`config.mk`:
```
export PLATFORM = sky130hd
export DESIGN_NAME = hav_div_cell
export DESIGN_NICKNAME = d
export VERILOG_FILES = /design/src/sv/haversine_distance_core_assert.svh /design/src/sv/hav_pkg.sv /design/src/sv/hav_div_cell.sv
export SDC_FILE = /design/constraint.sdc
export NUM_CORES = 2
export LEC_CHECK = 0
export BUFFER_PORTS_ARGS = -buffer_cell sky130_fd_sc_hd__buf_4
export CAP_MARGIN = 20
export CORE_UTILIZATION = 25
export DETAILED_ROUTE_END_ITERATION = 8
export GPL_TIMING_DRIVEN = 0
export SYNTH_ARGS = -nofsm -noshare
export SYNTH_HDL_FRONTEND = slang
export SYNTH_SLANG_ARGS = --single-unit
```
`constraint.sdc`:
```
create_clock -name clk -period 11.5 [get_ports clk]
set_input_delay 0 -clock clk [delete_from_list [all_inputs] [get_ports clk]]
set_output_delay 0 -clock clk [all_outputs]
set_load 0.01 [all_outputs]
```
`src/sv/haversine_distance_core_assert.svh`:
```
// ----------------------------------------------------------------------------
// haversine distance core assertion macros
// concurrent checks clocked on clk and held off while rst_n is low
// ----------------------------------------------------------------------------
`ifndef HAVERSINE_DISTANCE_CORE_ASSERT_SVH
`define HAVERSINE_DISTANCE_CORE_ASSERT_SVH

`ifndef ASSERT_OFF

// plain property, checked every cycle out of reset
`define HAV_ASSERT(label, prop, msg) \
    label: assert property (@(posedge clk) disable iff (!rst_n) (prop)) \
        else $error(msg);

// condition that must hold whenever the trigger is high
`define HAV_ASSERT_IMPLY(label, trig, cond, msg) \
    label: assert property (@(posedge clk) disable iff (!rst_n) (trig) |-> (cond)) \
        else $error(msg);

`else

`define HAV_ASSERT(label, prop, msg)
`define HAV_ASSERT_IMPLY(label, trig, cond, msg)

`endif

`endif

```
`src/sv/hav_pkg.sv`:
```
// ----------------------------------------------------------------------------
// hav_pkg
// shared widths, fixed-point constants, cell data types and the atan table
// ----------------------------------------------------------------------------
`default_nettype none

package hav_pkg;

    // cordic datapath width, q2.30 plus headroom
    localparam int CW = 34;
    // integer square root: radicand and root widths
    localparam int SQ_RW = 61;
    localparam int SQ_W = 31;
    localparam int SQ_STEPS = 31;
    // radian scaling latency: partial products, then sum and round
    localparam int DIV_LAT = 2;

    localparam int RADIUS_W = 24;
    localparam int DIST_W = 26;
    localparam int ANG_W = 31;

    localparam logic [31:0] PI_Q30_U = 32'd3373259426;
    localparam logic signed [CW-1:0] PI_Q30 = 34'sd3373259426;
    localparam logic signed [CW-1:0] HALF_PI_Q30 = 34'sd1686629713;
    localparam logic signed [CW-1:0] INV_GAIN_Q30 = 34'sd652032874;
    localparam logic [30:0] ONE_Q30 = 31'd1073741824;
    localparam logic [31:0] LAT_DIV = 32'd1800000000;
    localparam logic [31:0] HALF_DIV = 32'd3600000000;
    localparam logic [RADIUS_W-1:0] RADIUS_RESET = 24'd6371000;

    typedef struct packed {
        logic signed [CW-1:0] x;
        logic signed [CW-1:0] y;
        logic signed [CW-1:0] z;
    } cordic_vec_t;

    typedef struct packed {
        logic [SQ_RW-1:0] rem;
        logic [SQ_W-1:0]  root;
    } sqrt_vec_t;

    // atan(2^-i) in q2.30
    function automatic logic [31:0] atan_entry(input int idx);
        logic [31:0] val;
        unique case (idx)
            0:  val = 32'h3243F6A8;
            1:  val = 32'h1DAC6705;
            2:  val = 32'h0FADBAFC;
            3:  val = 32'h07F56EA6;
            4:  val = 32'h03FEAB76;
            5:  val = 32'h01FFD55B;
            6:  val = 32'h00FFFAAA;
            7:  val = 32'h007FFF55;
            8:  val = 32'h003FFFEA;
            9:  val = 32'h001FFFFD;
            10: val = 32'h000FFFFF;
            11: val = 32'h0007FFFF;
            12: val = 32'h0003FFFF;
            13: val = 32'h0001FFFF;
            14: val = 32'h0000FFFF;
            15: val = 32'h00007FFF;
            16: val = 32'h00003FFF;
            17: val = 32'h00001FFF;
            18: val = 32'h00000FFF;
            19: val = 32'h000007FF;
            20: val = 32'h000003FF;
            21: val = 32'h000001FF;
            22: val = 32'h000000FF;
            23: val = 32'h0000007F;
            24: val = 32'h0000003F;
            25: val = 32'h0000001F;
            26: val = 32'h0000000F;
            27: val = 32'h00000008;
            28: val = 32'h00000004;
            29: val = 32'h00000002;
            30: val = 32'h00000001;
            default: val = 32'h00000000;
        endcase
        return val;
    endfunction

endpackage

`default_nettype wire

```
`src/sv/hav_div_cell.sv`:
```
// ----------------------------------------------------------------------------
// hav_div_cell
// rounded magnitude * pi_q30 / divisor by reciprocal multiplication
// ----------------------------------------------------------------------------
`default_nettype none

module hav_div_cell #(
    parameter logic [31:0] DIVISOR = 32'd1800000000
) (
    input  logic        clk,
    input  logic [31:0] src,
    output logic [31:0] dst
);

    // ceil(pi_q30 * 2^65 / divisor); over any 32-bit magnitude the excess
    // stays below 2^-33, less than the 1/(2*divisor) grid of the exact value,
    // so adding one half and truncating rounds exactly
    localparam logic [97:0] NUM = 98'(hav_pkg::PI_Q30_U) << 65;
    localparam logic [97:0] RECIP_W = (NUM + 98'(DIVISOR) - 98'(1)) / 98'(DIVISOR);
    localparam logic [66:0] RECIP = RECIP_W[66:0];

    logic [63:0] pp_lo_reg;
    logic [63:0] pp_lo_next;
    logic [63:0] pp_mid_reg;
    logic [63:0] pp_mid_next;
    logic [34:0] pp_hi_reg;
    logic [34:0] pp_hi_next;
    logic [98:0] sum;
    logic [31:0] dst_next;

    always_comb
    begin
        pp_lo_next = 64'(src) * 64'(RECIP[31:0]);
        pp_mid_next = 64'(src) * 64'(RECIP[63:32]);
        pp_hi_next = 35'(src) * 35'(RECIP[66:64]);
        // plus one half of the quotient lsb
        sum = 99'(pp_lo_reg) + (99'(pp_mid_reg) << 32) + (99'(pp_hi_reg) << 64)
            + (99'(1) << 64);
        dst_next = sum[96:65];
    end

    always_ff @(posedge clk)
    begin
        pp_lo_reg <= pp_lo_next;
        pp_mid_reg <= pp_mid_next;
        pp_hi_reg <= pp_hi_next;
        dst <= dst_next;
    end

endmodule

`default_nettype wire

```
==> impl_metrics.csv <==
group,metric,value,unit
critical_path,critical_path.top_delay_family,"adder cells",
die,ioPinCount,65,
routing,ant_nets,0,
clock_network,holdBufCountCts,3,
outcome,violations,"design-rule violations",
synthesis,synth_top_area_frac,0.367,
critical_path,end_kind,"flop",
global_route,gr-usage-all-layers,0.169,
critical_path,crit_fanout,9,
timing,setup_tns,0,ns
critical_path,critPathBufInv,7,
timing,skew,0.0162,ns
timing,clock.fmax,127,MHz
synthesis,synth_cell_types,84,
synthesis,synth.most_common_cell,"inv_1",
clock_network,cts_tree,"yes",
finish,multiInputGateArea,0.0313,mm²
finish,largest_reg_flops,64,
clock_network,postCtsSetupBuffers,0,
routing,first_pass_iters,7,
placement,dp_hpwl,119,mm
clock_network,cts_made_buffers,17,
routing,vias,27600,
global_route,grt_pass1_wl,192,mm
timing,rsz0062_at_grt,"false",
clock_network,htreeDepth,4,
global_route,grt_max_degree,19,
timing,setup_viol,0,
finish,nFillCells,16400,
global_route,grt_antenna_before_repair,8,
clock_network,cts_root_buf,"clkbuf_16",
critical_path,crit_path_max_incr_delay,0.69,ns
critical_path,worst_path_most_repeated_cell,"fa_1",
critical_path,cp_data_arrival_time,8.18,ns
synthesis,synth_flop_cell,"dfxtp_1",
placement,numPortBuffers,64,
die,die_w,397,µm
clock_network,path_clk_slew,0.07,ns
routing,first_iter_violations,1971,
clock_network,cts.sinks,159,
finish,seq_area,0.00318,mm²
global_route,grt_pass1_vias,28600,
die,num_rows,144,
timing,relSlewSlack,0.302,
synthesis,yosysSeqAreaShare,0.0816,
die,die_area,0.158,mm²
synthesis,synth_common_cells,"inv_1, ha_1, fa_1, a21oi_1, dfxtp_1",
critical_path,worst_ep_required_time,11.82,ns
die,core_area,0.154,mm²
finish,area_growth,9.47,%
synthesis,postSynth.asyncResetShare,0,
run,cap_violations,0,
critical_path,crit_type,"in2reg",
routing,post_drt_wl_per_cell,21.8,µm
worst_hold_path,worstHoldPathType,"in2reg",
routing,vias_per_cell,4.52,
timing,slew_viol_final,0,
synthesis,yosysTopAreaCell,"fa_1",
die,die_h,397,µm
synthesis,postSynthCellCount,3950,
clock_network,clockBufferDepth,2,
synthesis,synth.avg_cell_area,9.87,µm²
die,initial_core_util,0.253,
finish,layout-drive-gt1-share,0.0358,
clock_network,insertion_delay,0.44,ns
synthesis,yosys_warnings,0,
global_route,gr-total-overflow,0,
synthesis,syn-num-nets,5504,
timing,finalCritPeriodShare,0.684,
synthesis,synthTopCellsByArea,"fa_1, ha_1, inv_1, dfxtp_1, xnor2_1",
synthesis,synth-edff-count,0,
timing,post-route-min-period,7.86,ns
clock_network,post_cts_resized,0,
synthesis,synth_seq_cells,159,
critical_path,crit_path_top_delay_cell,"fa_1",
synthesis,synth_area,0.0390,mm²
critical_path,startpoint_type,"input pin",
timing,worst_pin_slew,1.05,ns
routing,drc_errors,2,
timing,hold_viol,0,
routing,routed_wl,133,mm
finish,layout.nets,5591,
outcome,status,"finished with violations",
placement,routabilityCongestion,1.02,
## cell families (layout without fill, tap and decap cells)
group | after synthesis | in the layout | synth area share
fa+ha+maj | 1521 | 1521 | 0.626
other cells | 0 | 9 | 0
xor+xnor | 157 | 157 | 0.0353
compound gates | 523 | 523 | 0.0896
buf+inv | 1197 | 1297 | 0.115
flops | 159 | 159 | 0.0816
mux | 2 | 2 | 0.000545
simple gates | 391 | 391 | 0.0519
## stage by stage
step           cells  setup WS [ns]  utilization  hold WS (ns)  cell area [µm²]
6_report        6103           3.64        0.276        0.0363            42700
5_1_grt         6097           3.30        0.276        0.0288            42700
4_1_cts         6094           3.72        0.276        0.0181            42700
3_5_place_dp    6059           3.28        0.272         0.353            42000
3_3_place_gp    6058           3.31        0.272         0.353            42000
2_1_floorplan   3950           5.04            -        0.0277            39000
## per-layer routing
layer	vias up	track usage	share of wire
met5	-	0	0.00041
met4	10	0.0832	0.052
met3	173	0.0325	0.065
met2	826	0.272	0.46
met1	13900	0.216	0.42
li1	12600	-	-
## final cells by class
type	count	area share
multi-input cells	2594	0.734
clock inverters	14	0.00396
well taps	2044	0.0599
flip-flops and latches	159	0.0746
diodes	9	0.000528
inverters	1172	0.103
plain buffers	25	0.00232
repair buffers	68	0.0121
clock buffers	18	0.0101
## worst paths after layout
kind                                            start                      to  slack, ns  depth (start not counted)
worst max register to register  pp_lo_reg[36]$_DFF_P_         dst[30]$_DFF_P_       7.70                         12
worst min register to register  pp_hi_reg[32]$_DFF_P_         dst[31]$_DFF_P_       0.57                          2
worst min-delay path                          src[31]   pp_hi_reg[32]$_DFF_P_       0.04                          2
worst max-delay path                           src[6]  pp_mid_reg[63]$_DFF_P_       3.64                         26
## layout by cell type (no fill, tap or decap), types with 17 or more instances in the layout
cell       synthesis  routed
a21oi_1          168     168
a21o_1            92      92
xor2_1            50      50
ha_1             806     806
and3_1            21      21
nand4_1           45      45
nor3_1            23      23
o21ai_0           72      72
dfxtp_1          159     159
nor2_1            71      71
buf_4              0      64
nand3_1           32      32
nand2_1          110     110
xnor2_1          107     107
clkbuf_16          0      17
a31oi_1           28      28
o21bai_1          29      29
fa_1             715     715
inv_1           1172    1172
clkbuf_1          21      22
Power is not shown: default switching activity piles up to over one toggle a cycle in this logic, so the estimate is an artifact.
