--- src/sv/haversine_distance_core_assert.svh ---
// ----------------------------------------------------------------------------
// haversine distance core assertion macros
// concurrent checks clocked on clk and held off while rst_n is low
// ----------------------------------------------------------------------------
`ifndef HAVERSINE_DISTANCE_CORE_ASSERT_SVH
`define HAVERSINE_DISTANCE_CORE_ASSERT_SVH

`ifndef ASSERT_OFF

// plain property, checked every cycle out of reset
`define HAV_ASSERT(label, prop, msg) \
    label: assert property (@(posedge clk) disable iff (!rst_n) (prop)) \
        else $error(msg);

// condition that must hold whenever the trigger is high
`define HAV_ASSERT_IMPLY(label, trig, cond, msg) \
    label: assert property (@(posedge clk) disable iff (!rst_n) (trig) |-> (cond)) \
        else $error(msg);

`else

`define HAV_ASSERT(label, prop, msg)
`define HAV_ASSERT_IMPLY(label, trig, cond, msg)

`endif

`endif

--- src/sv/hav_pkg.sv ---
// ----------------------------------------------------------------------------
// hav_pkg
// shared widths, fixed-point constants, cell data types and the atan table
// ----------------------------------------------------------------------------
`default_nettype none

package hav_pkg;

    // cordic datapath width, q2.30 plus headroom
    localparam int CW = 34;
    // integer square root: radicand and root widths
    localparam int SQ_RW = 61;
    localparam int SQ_W = 31;
    localparam int SQ_STEPS = 31;
    // radian scaling latency: partial products, then sum and round
    localparam int DIV_LAT = 2;

    localparam int RADIUS_W = 24;
    localparam int DIST_W = 26;
    localparam int ANG_W = 31;

    localparam logic [31:0] PI_Q30_U = 32'd3373259426;
    localparam logic signed [CW-1:0] PI_Q30 = 34'sd3373259426;
    localparam logic signed [CW-1:0] HALF_PI_Q30 = 34'sd1686629713;
    localparam logic signed [CW-1:0] INV_GAIN_Q30 = 34'sd652032874;
    localparam logic [30:0] ONE_Q30 = 31'd1073741824;
    localparam logic [31:0] LAT_DIV = 32'd1800000000;
    localparam logic [31:0] HALF_DIV = 32'd3600000000;
    localparam logic [RADIUS_W-1:0] RADIUS_RESET = 24'd6371000;

    typedef struct packed {
        logic signed [CW-1:0] x;
        logic signed [CW-1:0] y;
        logic signed [CW-1:0] z;
    } cordic_vec_t;

    typedef struct packed {
        logic [SQ_RW-1:0] rem;
        logic [SQ_W-1:0]  root;
    } sqrt_vec_t;

    // atan(2^-i) in q2.30
    function automatic logic [31:0] atan_entry(input int idx);
        logic [31:0] val;
        unique case (idx)
            0:  val = 32'h3243F6A8;
            1:  val = 32'h1DAC6705;
            2:  val = 32'h0FADBAFC;
            3:  val = 32'h07F56EA6;
            4:  val = 32'h03FEAB76;
            5:  val = 32'h01FFD55B;
            6:  val = 32'h00FFFAAA;
            7:  val = 32'h007FFF55;
            8:  val = 32'h003FFFEA;
            9:  val = 32'h001FFFFD;
            10: val = 32'h000FFFFF;
            11: val = 32'h0007FFFF;
            12: val = 32'h0003FFFF;
            13: val = 32'h0001FFFF;
            14: val = 32'h0000FFFF;
            15: val = 32'h00007FFF;
            16: val = 32'h00003FFF;
            17: val = 32'h00001FFF;
            18: val = 32'h00000FFF;
            19: val = 32'h000007FF;
            20: val = 32'h000003FF;
            21: val = 32'h000001FF;
            22: val = 32'h000000FF;
            23: val = 32'h0000007F;
            24: val = 32'h0000003F;
            25: val = 32'h0000001F;
            26: val = 32'h0000000F;
            27: val = 32'h00000008;
            28: val = 32'h00000004;
            29: val = 32'h00000002;
            30: val = 32'h00000001;
            default: val = 32'h00000000;
        endcase
        return val;
    endfunction

endpackage

`default_nettype wire

--- src/sv/hav_cordic_cell.sv ---
// ----------------------------------------------------------------------------
// hav_cordic_cell
// one micro-rotation of a cordic, rotation or vectoring mode
// ----------------------------------------------------------------------------
`default_nettype none

module hav_cordic_cell #(
    parameter int SHIFT = 0,
    parameter bit VECTOR = 1'b0
) (
    input  logic                 clk,
    input  hav_pkg::cordic_vec_t src,
    output hav_pkg::cordic_vec_t dst
);

    localparam int W = hav_pkg::CW;
    localparam logic signed [W-1:0] ANG = $signed(W'(hav_pkg::atan_entry(SHIFT)));

    logic signed [W-1:0] xs;
    logic signed [W-1:0] ys;
    logic                up;
    hav_pkg::cordic_vec_t dst_next;

    always_comb
    begin
        xs = $signed(src.x) >>> SHIFT;
        ys = $signed(src.y) >>> SHIFT;
        // rotation follows the sign of z, vectoring drives y toward zero
        up = VECTOR ? ($signed(src.y) < 0) : ($signed(src.z) >= 0);
        if (up)
        begin
            dst_next.x = $signed(src.x) - ys;
            dst_next.y = $signed(src.y) + xs;
            dst_next.z = $signed(src.z) - ANG;
        end
        else
        begin
            dst_next.x = $signed(src.x) + ys;
            dst_next.y = $signed(src.y) - xs;
            dst_next.z = $signed(src.z) + ANG;
        end
    end

    always_ff @(posedge clk)
    begin
        dst <= dst_next;
    end

endmodule

`default_nettype wire

--- config.mk ---
export PLATFORM = sky130hd
export DESIGN_NAME = hav_cordic_cell
export DESIGN_NICKNAME = d
export VERILOG_FILES = /design/src/sv/haversine_distance_core_assert.svh /design/src/sv/hav_pkg.sv /design/src/sv/hav_cordic_cell.sv
export SDC_FILE = /design/constraint.sdc
export NUM_CORES = 1
export LEC_CHECK = 0
export BUFFER_PORTS_ARGS = -buffer_cell sky130_fd_sc_hd__buf_4
export CAP_MARGIN = 10
export CORE_MARGIN = 2
export CORE_UTILIZATION = 38
export DETAILED_ROUTE_END_ITERATION = 8
export GPL_TIMING_DRIVEN = 1
export PLACE_DENSITY = 0.6
export SKIP_LAST_GASP = 1
export SLEW_MARGIN = 5
export SYNTH_ARGS = -nofsm -noshare
export SYNTH_HDL_FRONTEND = slang
export SYNTH_SLANG_ARGS = --single-unit
--- constraint.sdc ---
create_clock -name clk -period 6 [get_ports clk]
set_input_delay 1.2 -clock clk [delete_from_list [all_inputs] [get_ports clk]]
set_output_delay 1.2 -clock clk [all_outputs]
set_load 0.01 [all_outputs]
==> out/summary.txt <==
OUTCOME
-------------------------------------------------------------------------------------------------
Result of the run ..................................................................    completed

GLOBAL ROUTING
-------------------------------------------------------------------------------------------------
Largest net degree at the start of global routing ..................................           47
First-pass GRT wire length .........................................................      47.6 mm
Number of antenna violations at the first check in global routing ..................            1
Number of global-route vias before repair ..........................................         9111
Grt total ovfl .....................................................................            0
GR Util All Layers .................................................................        22.8%

YOSYS
-------------------------------------------------------------------------------------------------
Total standard cell area after synthesis ........................................... 0.00944 mm^2
Count of flip-flops with a built-in enable after synthesis .........................            0
Async set or reset register ratio after synthesis ..................................           0%
Cell taking the most area after synthesis .......................................... sky130_fd_sc_hd__dfxtp_1
Cell types with the largest area share after synthesis ............................. sky130_fd_sc_hd__dfxtp_1 (21%), sky130_fd_sc_hd__ha_1 (17%), sky130_fd_sc_hd__a21oi_1 (7.7%), sky130_fd_sc_hd__xnor2_1 (7.2%), sky130_fd_sc_hd__nor2_1 (4.7%)
Register bit total from synthesis ..................................................          101
Number of distinct library cell variants in the gate-level netlist after synthesis .           79
Syn avg cell area ..................................................................    7.64 um^2
Net count after synthesis ..........................................................         1472
Proportion of netlist area held by the largest area contributor ....................        21.4%
Number of instances in the synthesized netlist .....................................         1236
Syn. warnings ......................................................................            0
Most common cell in the netlist .................................................... sky130_fd_sc_hd__a21oi_1
Leading cell types by count after synthesis ........................................ sky130_fd_sc_hd__a21oi_1 (145), sky130_fd_sc_hd__ha_1 (129), sky130_fd_sc_hd__nor2_1 (119)
Sequential cell area fraction in the yosys report ..................................        21.4%
Most used flip-flop cell after synthesis ........................................... sky130_fd_sc_hd__dfxtp_1

FINAL LAYOUT
-------------------------------------------------------------------------------------------------
Area used by multi-input combinational logic ....................................... 0.00676 mm^2
Layout overhead on the synthesized area ............................................        21.9%
Layout cell share with drive strength beyond 1 .....................................        17.4%
Largest register by flop count .....................................................          dst
Register cell area after layout .................................................... 0.00202 mm^2
Net total in the final layout ......................................................         1641
Largest registers ..................................................................     dst x101
Flip-flop count of the largest register, all copies and words added ................          101
Filler Cells Inserted ..............................................................         2480

POWER
-------------------------------------------------------------------------------------------------
Switching pwr ......................................................................      1.04 mW
Part of the power in the clock network .............................................        23.8%
Proportion of power drawn by flip-flops and latches ................................        31.8%
Proportion of power drawn by combinational gates ...................................        44.4%
Static power due to leakage ........................................................      5.36 nW
Sw Share ...........................................................................        38.1%
Internal portion of total power ....................................................      1.70 mW
Pwr/cell area ......................................................................  238 mW/mm^2
Worst IR drop on VDD ...............................................................       121 uV

TIMING
-------------------------------------------------------------------------------------------------
Total negative setup slack .........................................................         0 ps
Max Slew Vio Count .................................................................            0
Final hold violations ..............................................................            0
Worst slew pin tran ................................................................       832 ps
Max Freq ...........................................................................      210 MHz
Worst-case headroom to the max-slew limit ..........................................        44.2%
PnR worst setup slack ..............................................................      1240 ps
Share of the clock period used by the worst path ...................................        79.3%
Setup Viol. Count Final ............................................................            0
Time the final worst path needs with I/O delays and setup ..........................      4760 ps
RSZ-0062 raised after global routing ...............................................        false

CLOCKING
-------------------------------------------------------------------------------------------------
Number of buffers added by the clock tree synthesis step ...........................            9
Root buffer selected by CTS ........................................................ sky130_fd_sc_hd__clkbuf_16
Bufs on Longest Clock Path .........................................................            2
CTS clk-pin slew, worst paths ......................................................        80 ps
Setup repair bufs after CTS ........................................................            0
Number of instances resized during post-cts repair .................................            0
Number of H-tree levels ............................................................            3
Count of clock tree sinks ..........................................................          101
CTS tree ...........................................................................        built
Total of hold buffers inserted after clock tree synthesis ..........................            0

ROUTE
-------------------------------------------------------------------------------------------------
Remaining antenna violation count after routing ....................................            0
DRC ................................................................................            0
Total number of vias ...............................................................         9527
Ratio of routed vias to standard cells .............................................         5.49
Post-Route WL ......................................................................      30.6 mm
DRT iter0 DRCs .....................................................................          752
Routed wirelength normalized by instance count .....................................      17.6 um
Pre-antenna DRT Iters ..............................................................            5

PLACE
-------------------------------------------------------------------------------------------------
Setup slack after placement ........................................................       939 ps
Final GP Congestion ................................................................        0.918
Detail Placement HPWL ..............................................................      24.5 mm
Port Buffer Count ..................................................................          204

CRITICAL PATH
-------------------------------------------------------------------------------------------------
Crit path from .....................................................................      src[33]
Max Fanout on Critical Path ........................................................           33
Worst setup path class .............................................................       in2reg
Kind of start point of the critical path ........................................... primary input
Required time at the worst-slack endpoint ..........................................      6290 ps
Data arrival time of the worst path ................................................      5050 ps
Endpoint kind of the worst setup timing path .......................................     register

JOB
-------------------------------------------------------------------------------------------------
Max cap viols ......................................................................            0

FLOORPLAN
-------------------------------------------------------------------------------------------------
Placeable core region ..............................................................  0.0244 mm^2
Horizontal die dimension ...........................................................       162 um
I/O Pins ...........................................................................          205
Area of the die ....................................................................  0.0261 mm^2
Initial cell density of the core ...................................................        38.7%
Row count ..........................................................................           57
Die height .........................................................................       162 um

HOLD PATH
-------------------------------------------------------------------------------------------------
Min-delay src ......................................................................       src[1]
Worst hold path class ..............................................................       in2reg

[critical path, cell delays in order]
cell	delay, ps
sky130_fd_sc_hd__buf_4	120
sky130_fd_sc_hd__inv_1	80
sky130_fd_sc_hd__ha_1	150
sky130_fd_sc_hd__nor4b_1	240
sky130_fd_sc_hd__nand4_1	150
sky130_fd_sc_hd__nor3_2	240
sky130_fd_sc_hd__or2b_2	170
sky130_fd_sc_hd__buf_4	340
sky130_fd_sc_hd__ha_1	370
sky130_fd_sc_hd__and3_1	200
sky130_fd_sc_hd__and3_1	190
sky130_fd_sc_hd__a21oi_1	190
sky130_fd_sc_hd__a31oi_1	210
sky130_fd_sc_hd__a211o_1	390
sky130_fd_sc_hd__a221oi_2	370
sky130_fd_sc_hd__o21ai_1	100
sky130_fd_sc_hd__a21oi_1	190
sky130_fd_sc_hd__xnor2_1	150
[cell type report]
type / instances / area share [%]
tap: 324 / 3.52
clock inverter: 7 / 0.815
sequential: 101 / 17.6
antenna: 1 / 0.0217
inverter: 116 / 3.78
timing repair buffer: 208 / 13.6
clock buffer: 9 / 1.96
multi-input combinational: 969 / 58.8
[cells by family (layout without fill, tap and decap cells)]
| kind of cell | Yosys count | after routing | synth area share, % |
|---|---|---|---|
| xor+xnor | 92 | 92 | 8.53 |
| simple gates | 310 | 310 | 15.2 |
| other cells | 0 | 1 | 0 |
| flops | 101 | 101 | 21.4 |
| compound gates | 421 | 421 | 28.5 |
| mux | 13 | 13 | 1.38 |
| buf+inv | 166 | 340 | 7.00 |
| fa+ha+maj | 133 | 133 | 17.9 |
[power by group through the flow]
stage / logic (mW) / clock network (mW) / registers [mW]
2_1_floorplan: 0.629 / 0 / 0.961
3_3_place_gp: 1.21 / 0 / 0.886
3_5_place_dp: 1.20 / 0 / 0.887
4_1_cts: 1.21 / 0.672 / 0.875
5_1_grt: 1.32 / 0.699 / 0.887
6_report: 1.22 / 0.653 / 0.873
[routing by layer]
layer / share of wire [%] / vias to the layer above / GRT usage, %
li1: - / 4708 / -
met5: 0 / - / 0
met4: 2.7 / 0 / 7.28
met3: 6.5 / 54 / 3.75
met1: 45 / 4387 / 30.1
met2: 46 / 378 / 37.9
[stage by stage]
step,power (mW),cell area [um^2],cells,utilization [%],hold slack [ps]
4_1_cts,2.76,11500,1734,47.2,940
3_3_place_gp,2.10,11200,1718,45.9,1320
6_report,2.74,11500,1735,47.2,948
2_1_floorplan,1.59,9440,1236,-,1230
5_1_grt,2.91,11500,1735,47.2,936
3_5_place_dp,2.09,11200,1718,45.9,1320
[layout by cell type, fill, tap and decap left out, drive strengths merged, types with 5 or more instances in the layout]
| cell | instances |
|---|---|
| buf | 208 |
| a21oi | 145 |
| ha | 129 |
| nor2 | 119 |
| inv | 118 |
| dfxtp | 101 |
| o21ai | 96 |
| xnor2 | 78 |
| nand2 | 71 |
| a21o | 26 |
| nor3 | 25 |
| nand3 | 21 |
| o21a | 19 |
| nand4 | 16 |
| o21bai | 15 |
| xor2 | 14 |
| o211ai | 14 |
| o31ai | 13 |
| a31oi | 13 |
| mux2i | 13 |
| a211oi | 13 |
| nor2b | 10 |
| nand2b | 10 |
| nor4 | 9 |
| clkbuf | 9 |
| a211o | 7 |
| o311ai | 6 |
| o31a | 5 |
| or2 | 5 |
| or3 | 5 |
| and2 | 5 |
| a221oi | 5 |
[path summary, 6_finish.rpt]
kind,endpoint,slack [ps],cells after the start
worst min-delay path,dst[1]$_DFF_P_,950,1
worst max-delay path,dst[26]$_DFF_P_,1240,18
(Power assumes the default switching activity.)
